[src/design/sss_pkg.sv]
// Shared widths and controller/datapath interface types for sample sequence statistics.
`timescale 1ns / 1ps

package sss_pkg;

    localparam int SAMPLE_W   = 16;
    localparam int TIME_W     = 24;
    localparam int INTEGRAL_W = 40;
    localparam int S_TDATA_W  = ((TIME_W + SAMPLE_W + 7) / 8) * 8;

    typedef struct packed {
        logic take;     // sample beat accepted
        logic launch;   // start the mean division
        logic publish;  // load the result register and close the record
    } cmd_t;

    typedef struct packed {
        logic div_done;
    } status_t;

endpackage

[src/design/sss_divider.sv]
// Iterative restoring divider, signed dividend by unsigned divisor, one quotient bit per cycle.
`timescale 1ns / 1ps

module sss_divider #(
    parameter int DIVIDEND_W = 33,
    parameter int DIVISOR_W  = 17
) (
    input  logic                         clk,
    input  logic                         rst_n,
    input  logic                         start,
    input  logic signed [DIVIDEND_W-1:0] dividend,
    input  logic        [DIVISOR_W-1:0]  divisor,
    output logic                         done,
    output logic signed [DIVIDEND_W-1:0] quotient
);

    localparam int CNT_W = $clog2(DIVIDEND_W + 1);

    logic                  busy_reg, busy_next;
    logic                  done_reg, done_next;
    logic [CNT_W-1:0]      cnt_reg, cnt_next;
    logic                  neg_reg, neg_next;
    logic [DIVISOR_W-1:0]  dvs_reg, dvs_next;
    logic [DIVISOR_W-1:0]  rem_reg, rem_next;
    logic [DIVIDEND_W-1:0] quo_reg, quo_next;
    logic [DIVISOR_W:0]    shifted;
    logic [DIVISOR_W:0]    diff;
    logic                  fits;

    assign shifted = {rem_reg, quo_reg[DIVIDEND_W-1]};
    assign diff    = shifted - {1'b0, dvs_reg};
    assign fits    = (shifted >= {1'b0, dvs_reg});

    always_comb
    begin
        busy_next = busy_reg;
        done_next = 1'b0;
        cnt_next  = cnt_reg;
        neg_next  = neg_reg;
        dvs_next  = dvs_reg;
        rem_next  = rem_reg;
        quo_next  = quo_reg;
        if (start)
        begin
            busy_next = 1'b1;
            cnt_next  = CNT_W'(DIVIDEND_W);
            neg_next  = dividend[DIVIDEND_W-1];
            dvs_next  = divisor;
            rem_next  = '0;
            quo_next  = dividend[DIVIDEND_W-1] ? DIVIDEND_W'(-dividend) : DIVIDEND_W'(dividend);
        end
        else if (busy_reg)
        begin
            rem_next = fits ? diff[DIVISOR_W-1:0] : shifted[DIVISOR_W-1:0];
            quo_next = {quo_reg[DIVIDEND_W-2:0], fits};
            cnt_next = cnt_reg - CNT_W'(1);
            if (cnt_reg == CNT_W'(1))
            begin
                busy_next = 1'b0;
                done_next = 1'b1;
            end
        end
    end

    always_ff @(posedge clk or negedge rst_n)
    begin
        if (!rst_n)
        begin
            busy_reg <= 1'b0;
            done_reg <= 1'b0;
            cnt_reg  <= '0;
        end
        else
        begin
            busy_reg <= busy_next;
            done_reg <= done_next;
            cnt_reg  <= cnt_next;
        end
    end

    always_ff @(posedge clk)
    begin
        neg_reg <= neg_next;
        dvs_reg <= dvs_next;
        rem_reg <= rem_next;
        quo_reg <= quo_next;
    end

    assign done     = done_reg;
    assign quotient = neg_reg ? DIVIDEND_W'(-$signed(quo_reg)) : $signed(quo_reg);

endmodule

[src/design/sss_datapath.sv]
// Running min/max/sum/count, trapezoid area accumulator, mean divider and result register.
`timescale 1ns / 1ps

module sss_datapath #(
    parameter int MAX_SAMPLES = 65536,
    localparam int COUNT_W   = $clog2(MAX_SAMPLES + 1),
    localparam int RESULT_W  = 3 * sss_pkg::SAMPLE_W + sss_pkg::INTEGRAL_W
                               + sss_pkg::TIME_W + COUNT_W + 2,
    localparam int M_TDATA_W = ((RESULT_W + 7) / 8) * 8
) (
    input  logic                                clk,
    input  logic                                rst_n,
    input  sss_pkg::cmd_t                       cmd,
    input  logic        [sss_pkg::TIME_W-1:0]   sample_time,
    input  logic signed [sss_pkg::SAMPLE_W-1:0] sample_value,
    output sss_pkg::status_t                    status,
    output logic        [M_TDATA_W-1:0]         result
);

    import sss_pkg::*;

    localparam int SUM_W  = SAMPLE_W + COUNT_W;
    localparam int PROD_W = SAMPLE_W + TIME_W + 2;
    localparam int AREA_W = INTEGRAL_W + 1;
    localparam int ACC_W  = PROD_W + 1;
    localparam logic signed [ACC_W-1:0] AREA_HI =
        {{(ACC_W - AREA_W + 1){1'b0}}, {(AREA_W - 1){1'b1}}};
    localparam logic signed [ACC_W-1:0] AREA_LO =
        {{(ACC_W - AREA_W + 1){1'b1}}, {(AREA_W - 1){1'b0}}};

    logic signed [SAMPLE_W-1:0] min_reg, min_next;
    logic signed [SAMPLE_W-1:0] max_reg, max_next;
    logic signed [SAMPLE_W-1:0] prev_value_reg, prev_value_next;
    logic        [TIME_W-1:0]   start_time_reg, start_time_next;
    logic        [TIME_W-1:0]   prev_time_reg, prev_time_next;
    logic signed [SUM_W-1:0]    sum_reg, sum_next;
    logic        [COUNT_W-1:0]  count_reg, count_next;
    logic signed [AREA_W-1:0]   area_reg, area_next;
    logic signed [PROD_W-1:0]   prod_reg, prod_next;
    logic                       prod_vld_reg, prod_vld_next;
    logic                       open_reg, open_next;
    logic                       too_long_reg, too_long_next;
    logic                       time_err_reg, time_err_next;
    logic [M_TDATA_W-1:0]       result_reg, result_next;

    logic                       time_ok;
    logic        [TIME_W-1:0]   dt;
    logic signed [SAMPLE_W:0]   pair_sum;
    logic signed [TIME_W:0]     dt_s;
    logic signed [ACC_W-1:0]    area_sum;
    logic        [TIME_W-1:0]   duration;
    logic                       div_done;
    logic signed [SUM_W-1:0]    quotient;

    assign time_ok  = (sample_time >= prev_time_reg);
    assign dt       = time_ok ? (sample_time - prev_time_reg) : '0;
    assign pair_sum = (SAMPLE_W + 1)'(prev_value_reg) + (SAMPLE_W + 1)'(sample_value);
    assign dt_s     = $signed({1'b0, dt});
    assign area_sum = ACC_W'(area_reg) + ACC_W'(prod_reg);
    assign duration = (prev_time_reg >= start_time_reg) ? (prev_time_reg - start_time_reg) : '0;

    sss_divider #(
        .DIVIDEND_W (SUM_W),
        .DIVISOR_W  (COUNT_W)
    ) u_div (
        .clk      (clk),
        .rst_n    (rst_n),
        .start    (cmd.launch),
        .dividend (sum_reg),
        .divisor  (count_reg),
        .done     (div_done),
        .quotient (quotient)
    );

    always_comb
    begin
        min_next        = min_reg;
        max_next        = max_reg;
        prev_value_next = prev_value_reg;
        start_time_next = start_time_reg;
        prev_time_next  = prev_time_reg;
        sum_next        = sum_reg;
        count_next      = count_reg;
        area_next       = area_reg;
        prod_next       = prod_reg;
        prod_vld_next   = 1'b0;
        open_next       = open_reg;
        too_long_next   = too_long_reg;
        time_err_next   = time_err_reg;
        result_next     = result_reg;

        if (prod_vld_reg)
        begin
            priority if (area_sum > AREA_HI)
                area_next = AREA_HI[AREA_W-1:0];
            else if (area_sum < AREA_LO)
                area_next = AREA_LO[AREA_W-1:0];
            else
                area_next = area_sum[AREA_W-1:0];
        end

        if (cmd.take)
        begin
            if (!open_reg)
            begin
                min_next        = sample_value;
                max_next        = sample_value;
                start_time_next = sample_time;
                open_next       = 1'b1;
            end
            else
            begin
                if (!time_ok)
                    time_err_next = 1'b1;
                if (sample_value < min_reg)
                    min_next = sample_value;
                if (sample_value > max_reg)
                    max_next = sample_value;
                prod_next     = PROD_W'(pair_sum) * PROD_W'(dt_s);
                prod_vld_next = 1'b1;
            end
            if (count_reg < COUNT_W'(MAX_SAMPLES))
            begin
                count_next = count_reg + COUNT_W'(1);
                sum_next   = sum_reg + SUM_W'(sample_value);
            end
            else
            begin
                too_long_next = 1'b1;
            end
            prev_time_next  = sample_time;
            prev_value_next = sample_value;
        end

        if (cmd.publish)
        begin
            result_next = M_TDATA_W'({time_err_reg, too_long_reg, count_reg, duration,
                                      area_reg[AREA_W-1:1], quotient[SAMPLE_W-1:0],
                                      max_reg, min_reg});
            open_next     = 1'b0;
            sum_next      = '0;
            count_next    = '0;
            area_next     = '0;
            too_long_next = 1'b0;
            time_err_next = 1'b0;
        end
    end

    always_ff @(posedge clk or negedge rst_n)
    begin
        if (!rst_n)
        begin
            sum_reg      <= '0;
            count_reg    <= '0;
            area_reg     <= '0;
            prod_vld_reg <= 1'b0;
            open_reg     <= 1'b0;
            too_long_reg <= 1'b0;
            time_err_reg <= 1'b0;
        end
        else
        begin
            sum_reg      <= sum_next;
            count_reg    <= count_next;
            area_reg     <= area_next;
            prod_vld_reg <= prod_vld_next;
            open_reg     <= open_next;
            too_long_reg <= too_long_next;
            time_err_reg <= time_err_next;
        end
    end

    always_ff @(posedge clk)
    begin
        min_reg        <= min_next;
        max_reg        <= max_next;
        prev_value_reg <= prev_value_next;
        start_time_reg <= start_time_next;
        prev_time_reg  <= prev_time_next;
        prod_reg       <= prod_next;
        result_reg     <= result_next;
    end

    assign status.div_done = div_done;
    assign result          = result_reg;

endmodule

[src/design/sss_ctrl.sv]
// Record controller: sample intake, division launch and result hand-off.
`timescale 1ns / 1ps

module sss_ctrl (
    input  logic             clk,
    input  logic             rst_n,
    input  logic             s_tvalid,
    input  logic             s_tlast,
    output logic             s_tready,
    output logic             m_tvalid,
    input  logic             m_tready,
    output sss_pkg::cmd_t    cmd,
    input  sss_pkg::status_t status
);

    import sss_pkg::*;

    localparam logic [1:0] ST_ACCUM   = 2'd0;
    localparam logic [1:0] ST_LAUNCH  = 2'd1;
    localparam logic [1:0] ST_DIVIDE  = 2'd2;
    localparam logic [1:0] ST_PUBLISH = 2'd3;

    logic [1:0] state_reg, state_next;
    logic       out_valid_reg, out_valid_next;

    always_comb
    begin
        state_next  = state_reg;
        cmd         = '0;
        s_tready    = 1'b0;
        unique case (state_reg)
            ST_ACCUM:
            begin
                s_tready = 1'b1;
                cmd.take = s_tvalid;
                if (s_tvalid && s_tlast)
                    state_next = ST_LAUNCH;
            end
            ST_LAUNCH:
            begin
                cmd.launch = 1'b1;
                state_next = ST_DIVIDE;
            end
            ST_DIVIDE:
            begin
                if (status.div_done)
                    state_next = ST_PUBLISH;
            end
            ST_PUBLISH:
            begin
                if (!out_valid_reg || m_tready)
                begin
                    cmd.publish = 1'b1;
                    state_next  = ST_ACCUM;
                end
            end
            default:
            begin
                state_next = ST_ACCUM;
            end
        endcase

        out_valid_next = out_valid_reg && !m_tready;
        if (cmd.publish)
            out_valid_next = 1'b1;
    end

    always_ff @(posedge clk or negedge rst_n)
    begin
        if (!rst_n)
        begin
            state_reg     <= ST_ACCUM;
            out_valid_reg <= 1'b0;
        end
        else
        begin
            state_reg     <= state_next;
            out_valid_reg <= out_valid_next;
        end
    end

    assign m_tvalid = out_valid_reg;

endmodule

[src/design/sample_sequence_statistics.sv]
// Top level of the sample sequence statistics block (min, max, mean, trapezoid integral).
//
//   channel  | dir | handshake          | contents
//   s_*      | in  | s_tvalid/s_tready  | tdata: sample_time, sample_value; tlast: last_sample
//   m_*      | out | m_tvalid/m_tready  | tdata: min, max, mean, integral, duration, count, flags
//
// One sample beat per cycle inside a record. After the last beat of a record the
// input stalls through the launch, divide and publish states while the bit-serial
// mean divider runs, plus any wait for the result register to empty.
// A finished result sits in the output register while the next record streams in.
// Reset is asynchronous and returns the block to an empty record.
`timescale 1ns / 1ps

module sample_sequence_statistics #(
    parameter int MAX_SAMPLES = 65536,
    localparam int COUNT_W   = $clog2(MAX_SAMPLES + 1),
    localparam int RESULT_W  = 3 * sss_pkg::SAMPLE_W + sss_pkg::INTEGRAL_W
                               + sss_pkg::TIME_W + COUNT_W + 2,
    localparam int M_TDATA_W = ((RESULT_W + 7) / 8) * 8
) (
    input  logic                          clk,
    input  logic                          rst_n,
    input  logic                          s_tvalid,
    output logic                          s_tready,
    // sample_time, sample_value
    input  logic [sss_pkg::S_TDATA_W-1:0] s_tdata,
    input  logic                          s_tlast,
    output logic                          m_tvalid,
    input  logic                          m_tready,
    // minimum, maximum, mean, integral, duration, sample_count, too_long, time_error
    output logic [M_TDATA_W-1:0]          m_tdata
);

    import sss_pkg::*;

    cmd_t                       cmd;
    status_t                    status;
    logic        [TIME_W-1:0]   sample_time;
    logic signed [SAMPLE_W-1:0] sample_value;

    assign sample_time  = s_tdata[TIME_W-1:0];
    assign sample_value = $signed(s_tdata[TIME_W +: SAMPLE_W]);

    sss_ctrl u_ctrl (
        .clk      (clk),
        .rst_n    (rst_n),
        .s_tvalid (s_tvalid),
        .s_tlast  (s_tlast),
        .s_tready (s_tready),
        .m_tvalid (m_tvalid),
        .m_tready (m_tready),
        .cmd      (cmd),
        .status   (status)
    );

    sss_datapath #(
        .MAX_SAMPLES (MAX_SAMPLES)
    ) u_dp (
        .clk          (clk),
        .rst_n        (rst_n),
        .cmd          (cmd),
        .sample_time  (sample_time),
        .sample_value (sample_value),
        .status       (status),
        .result       (m_tdata)
    );

endmodule

[config.mk]
export PLATFORM = sky130hd
export DESIGN_NAME = sample_sequence_statistics
export DESIGN_NICKNAME = d
export VERILOG_FILES = /design/src/design/sss_pkg.sv /design/src/design/sss_divider.sv /design/src/design/sss_datapath.sv /design/src/design/sss_ctrl.sv /design/src/design/sample_sequence_statistics.sv
export SDC_FILE = /design/constraint.sdc
export NUM_CORES = 2
export LEC_CHECK = 0
export BUFFER_PORTS_ARGS = -buffer_cell sky130_fd_sc_hd__buf_2
export CAP_MARGIN = 20
export CORE_UTILIZATION = 55
export DETAILED_ROUTE_END_ITERATION = 6
export PLACE_DENSITY = 0.75
export SYNTH_ARGS = -nofsm -noshare
export SYNTH_HDL_FRONTEND = slang
export SYNTH_SLANG_ARGS = --single-unit
[constraint.sdc]
create_clock -name clk -period 10.7 [get_ports clk]
set_input_delay 0.535 -clock clk [delete_from_list [all_inputs] [get_ports clk]]
set_output_delay 0.535 -clock clk [all_outputs]
set_load 0.02 [all_outputs]
## Yosys cells after proc, flatten, opt, wreduce, memory -nomap -nowiden

Index checks and enable logic that the tools add are counted.
W data, S select, Z words.

- $add $sub $neg: 10
- Multiply operators: 1
- $lt $le $gt $ge: 8
- Equality and inequality tests: 11
- Mux-type cells: 49
- Bitwise logic cells: 1
- Reduce and logical (&&, ||, !) cells: 19

Operators by type and width:

| cell | count |
|---|---|
| $mux W33 | 6 |
| $mux W41 | 4 |
| $mux W16 | 5 |
| $mux W17 | 4 |
| $ge A24 B24 Y1 | 2 |
| $sub A24 B24 Y24 | 2 |
| $add A41 B42 Y43 | 1 |
| $gt A43 B41 Y1 const B | 1 |
| $lt A43 B41 Y1 const B | 1 |
| $mul A17 B25 Y42 | 1 |
| $add A33 B16 Y33 | 1 |
| $neg A33 Y33 | 1 |
| $mux W24 | 1 |
| $mux W1 | 23 |
| $ge A18 B17 Y1 | 1 |
| $add A16 B16 Y17 | 1 |
| $add A17 B1 Y17 const B | 1 |
| $lt A17 B17 Y1 const B | 1 |
| $sub A17 B17 Y17 | 1 |
| $gt A16 B16 Y1 | 1 |
| $lt A16 B16 Y1 | 1 |
| $neg A16 Y16 | 1 |
| $mux W6 | 2 |
| $reduce_and A2 Y1 | 6 |
| other kinds (15) | 30 |

- Register bits: 443
- Input bits: 45
- Output and inout port bits: 138
- Word-level logic and storage cells: 123

## Logic depth before layout (Yosys ltp)

- Depth in word-level cells: 6
- Gate-level depth with buffers: 39
- Depth with buffers taken out: 37

## By module

A second synthesis with hierarchy kept.

- Cell total of the unflattened synthesis: 3975
- Area, all modules: 38846.0 µm²

By module, submodules not included:

| module | times used | cells each | area an instance (µm²) | seq. area each (µm²) |
|---|---|---|---|---|
| sss_datapath | 1 | 3371 | 33299.4 | 10455.0 |
| sss_divider | 1 | 585 | 5336.4 | 2072.0 |
| sss_ctrl | 1 | 19 | 210.2 | 75.1 |

## Least setup slack after synthesis

No wires, ideal clock.

- Path type: input to register
- Start point: in s_tdata[0] in the netlist's numbering
- End point: reg u_dp.prod_reg[39] (data pin)
- Setup time: 0.259 ns
- Data arrival time: 9.011 ns
- Required time: 10.441 ns
- Path slack: 1.430 ns
- Cell stages on the path: 37
- Buffers on the path: 3
- Path through: inv_1 ha_1 inv_1 fa_1 a21o_1 a21oi_1 o21bai_1 a2111oi_2 o21ai_1 a21o_1 a221o_1 buf_2 clkbuf_1 clkbuf_1 nand2_1 nor2_1 fa_1 inv_1 fa_1 fa_1 fa_1 inv_1 fa_1 inv_1 fa_1 inv_1 ha_1 nand2_1 o221ai_1 a31oi_1 o31a_1 nor4b_1 o21ai_0 o21ai_0 a41oi_1 o21ai_0 xnor2_1

- Word-level cells in the longest chain between the ends: 3
- Elaborated cells between the ends (all ways): 4
- Those cells by class: add/sub (1); mul (1); order compare (1); mux (1)

RTL lines:

| what | line | source |
|---|---|---|
| from (decl) | sample_sequence_statistics.sv:26 | `input logic [sss_pkg::S_TDATA_W-1:0] s_tdata,` |
| $sub A24 B24 Y24 / $ge A24 B24 Y1 (equally long branches) | sss_datapath.sv:56, sss_datapath.sv:55 |  |
| $mux W24 * | sss_datapath.sv:56 | `assign dt = time_ok ? (sample_time - prev_time_reg) : '0;` |
| $mul A17 B25 Y42 * | sss_datapath.sv:119 | `prod_next = PROD_W'(pair_sum) * PROD_W'(dt_s);` |
| to (signal assigned) | sss_datapath.sv:180 | `prod_reg <= prod_next;` |
| to (decl) | sss_datapath.sv:39 | `logic signed [PROD_W-1:0] prod_reg, prod_next;` |

Mark *: on every way between the ends. The rest lies on a longest branch, timed or not.
A chain may end at the register's enable or synchronous reset.

## Worst setup path after layout

- Start point: reg u_dp.prev_time_reg[0]
- End point: reg u_dp.prod_reg[39] (data pin)

- Word-level cells in the longest chain between the ends: 3
- Elaborated cells between the ends (all ways): 4
- Those cells by class: add/sub (1); mul (1); order compare (1); mux (1)

RTL lines:

| what | line | source |
|---|---|---|
| from (decl) | sss_datapath.sv:35 | `logic [TIME_W-1:0] prev_time_reg, prev_time_next;` |
| from (signal assigned) | sss_datapath.sv:179 | `prev_time_reg <= prev_time_next;` |
| $sub A24 B24 Y24 / $ge A24 B24 Y1 (equally long branches) | sss_datapath.sv:56, sss_datapath.sv:55 |  |
| $mux W24 * | sss_datapath.sv:56 |  |
| $mul A17 B25 Y42 * | sss_datapath.sv:119 |  |

Marked as above.

==> run_results.csv <==
group,metric,value,unit
timing,tightestPinTransition,1.06,ns
final_layout,largest_reg_flops,131,
detailed_routing,vias,28300,
timing,setup_viol,0,
setup_path,timing.critical_path.arrival,10.19,ns
timing,period_needed,9.85,ns
die,die_w,266,µm
synthesis,synth_seq_cells,443,
timing,slew_violations,0,
final_layout,seqCellArea,12600,µm²
clock_network,clk_path_buf_depth,3,
synthesis,yosys.area.top_type,"edfxtp_1",
setup_path,cp_top_family,"compound AO/OA/AOI/OAI gates",
detailed_routing,drc,0,
detailed_routing,wl_per_cell,18.3,µm
setup_path,crit_top_cell,"fa_1",
synthesis,synth_cell_types,89,
synthesis,ys_seq_area_share,32.9,%
clock_network,cts-root-buf,"clkbuf_16",
clock_network,cts.reportedPaths.clkPinSlew,0.07,ns
detailed_routing,viasPerCell,5.66,
die,initial_core_util,55.7,%
worst_hold_path,hp-class,"in -> reg",
run_status,outcome,"finished, final reports clean",
flow_run,maxCapViolations,0,
global_route,grt_max_degree,80,
synthesis,avgSynthCellArea,9.84,µm²
final_layout,drive_gt1_share,8.93,%
die,die_h,266,µm
detailed_routing,first_pass_iters,6,
clock_network,numCtsBuffers,48,
timing,fin_setup_tns,0,ns
placement,port_buffers,177,
die,die_area,70700,µm²
detailed_routing,first_iter_violations,2150,
global_route,grt_usage,26.0,%
setup_path,slowest_stage,"a221o_2",
final_layout,nFillCells,5783,
synthesis,synthFlopType,"edfxtp_1",
clock_network,clkLatencyLatePin,0.63,ns
global_route,grt_pass1_wl,147,mm
global_route,first_global_vias,27800,
synthesis,synthesis.area,38300,µm²
placement,dp_hpwl,71.1,mm
synthesis,synth_top_cell_area_share,25.1,%
setup_path,cp_num_buf_inv,7,
setup_path,end_kind,"flip-flop",
clock_network,clkSinkCount,443,
clock_network,cts_tree,"built",
final_layout,syn2layout_area_growth,9.53,%
final_layout,multiInputGateArea,23200,µm²
synthesis,synth.most_common_cell,"inv_1",
setup_path,cpPeakStageDelay,0.63,ns
synthesis,synth_common_cells,"inv_1, nand2_1, ha_1, fa_1, nor2_1",
global_route,gr-total-overflow,0,
synthesis,ys_warn_count,0,
synthesis,async_flop_share,23.9,%
timing,finalClockSkew,0.0557,ns
detailed_routing,wirelength,91.4,mm
timing,final_hold_viol_count,0,
timing,post-route-period-util,92.1,%
synthesis,synth.area.top_cells,"edfxtp_1, fa_1, ha_1",
setup_path,critPathLaunchType,"flip-flop",
clock_network,ctsHtreeMaxLevel,2,
setup_path,worst_ep_required_time,11.04,ns
timing,hold_ws,0.165,ns
detailed_routing,ant_nets,0,
die,core_area,68700,µm²
setup_path,worstSetupPathType,"reg -> reg",
setup_path,cp_max_fo,51,
global_route,antenna_found_initial,2,
die,pin_count,183,
final_layout,fin_util,61.0,%
final_layout,final_nets,4753,
timing,fmax,101,MHz
synthesis,synth_cells,3889,
timing,rsz0062_at_grt,"false",
synthesis,synth-edff-count,320,
die,rows,96,
placement,place_congestion,0.964,
timing,slew_headroom,29.3,%
[cell type report]
cell class	instances	area share, %
flip-flops and latches	443	30.1
clock inverters	29	0.949
multi-input cells	2766	55.2
diodes	1	0.00597
inverters	550	4.94
clock buffers	59	3.01
repair buffers	227	3.04
well taps	931	2.78
[per-layer routing]
metal  vias up  wire length [µm]  global-route usage (%)
met5         -                 0                       0
met4         0              2420                    7.04
met3       163              6790                    3.92
met2       982             41300                    41.5
met1     13700             40900                    37.1
li1      13400                 -                       -
[path summary, 6_finish.rpt]
path	from	end	slack (ns)	cells after the start
max	u_dp.prev_time_reg[0]	u_dp.prod_reg[39]	0.85	34
min	s_tdata[4]	u_dp.start_time_reg[4]	0.16	1
max reg2reg	u_dp.prev_time_reg[0]	u_dp.prod_reg[39]	0.85	34
min reg2reg	u_dp.max_reg[12]	u_dp.result[28]	0.44	0
max in group asynchronous	rst_n	u_dp.area_reg[18]	8.90	3
min in group asynchronous	rst_n	u_dp.count_reg[14]	0.50	2
[layout by cell type, fill, tap and decap left out, types with 21 or more instances in the layout]
master	instances
a21oi_1	230
dfrtp_1	106
nand3_1	51
and2_1	63
nor3_1	42
nand2_1	405
edfxtp_1	320
a211oi_1	36
xnor2_1	113
a221o_1	34
ha_1	336
buf_4	49
xor2_1	98
and3_1	65
o21bai_1	21
inv_1	547
clkbuf_16	48
nor2b_1	35
o21a_1	29
nand2b_1	41
nor2_1	327
nand4_1	25
buf_2	176
o21ai_0	119
fa_1	335
a21o_1	88
[timing repair]
item	CTS	global route
gates resized for setup	0	0
endpoints found under the hold margin	44	0
buffers inserted	0	0
hold buffers	1	0
[cell families (layout without fill, tap and decap cells)]
family | Yosys count | in the layout | share of synthesized area [%]
and+or+nand+nor | 1144 | 1144 | 13.9
AOI/OAI and AO/OA | 700 | 700 | 12.1
buffers and inverters | 684 | 865 | 6.90
adders and majority gates | 672 | 672 | 28.5
DFF | 443 | 443 | 32.9
xor gates and xnor gates | 221 | 221 | 5.06
muxes | 24 | 24 | 0.654
other | 1 | 6 | 0.00980
[stage by stage]
step / area (µm²) / instances / setup WS, ns
final: 41900 / 5006 / 0.846
after global routing: 41900 / 5005 / 0.289
after CTS: 41900 / 5005 / 0.882
after detailed placement: 40300 / 4916 / 0.495
after global placement: 40200 / 4915 / 0.731
after floorplan: 38300 / 3893 / 1.43
Power is left out: the tool's default activity adds up to more than one toggle a clock period on the data nets, which glitch-free logic cannot reach.
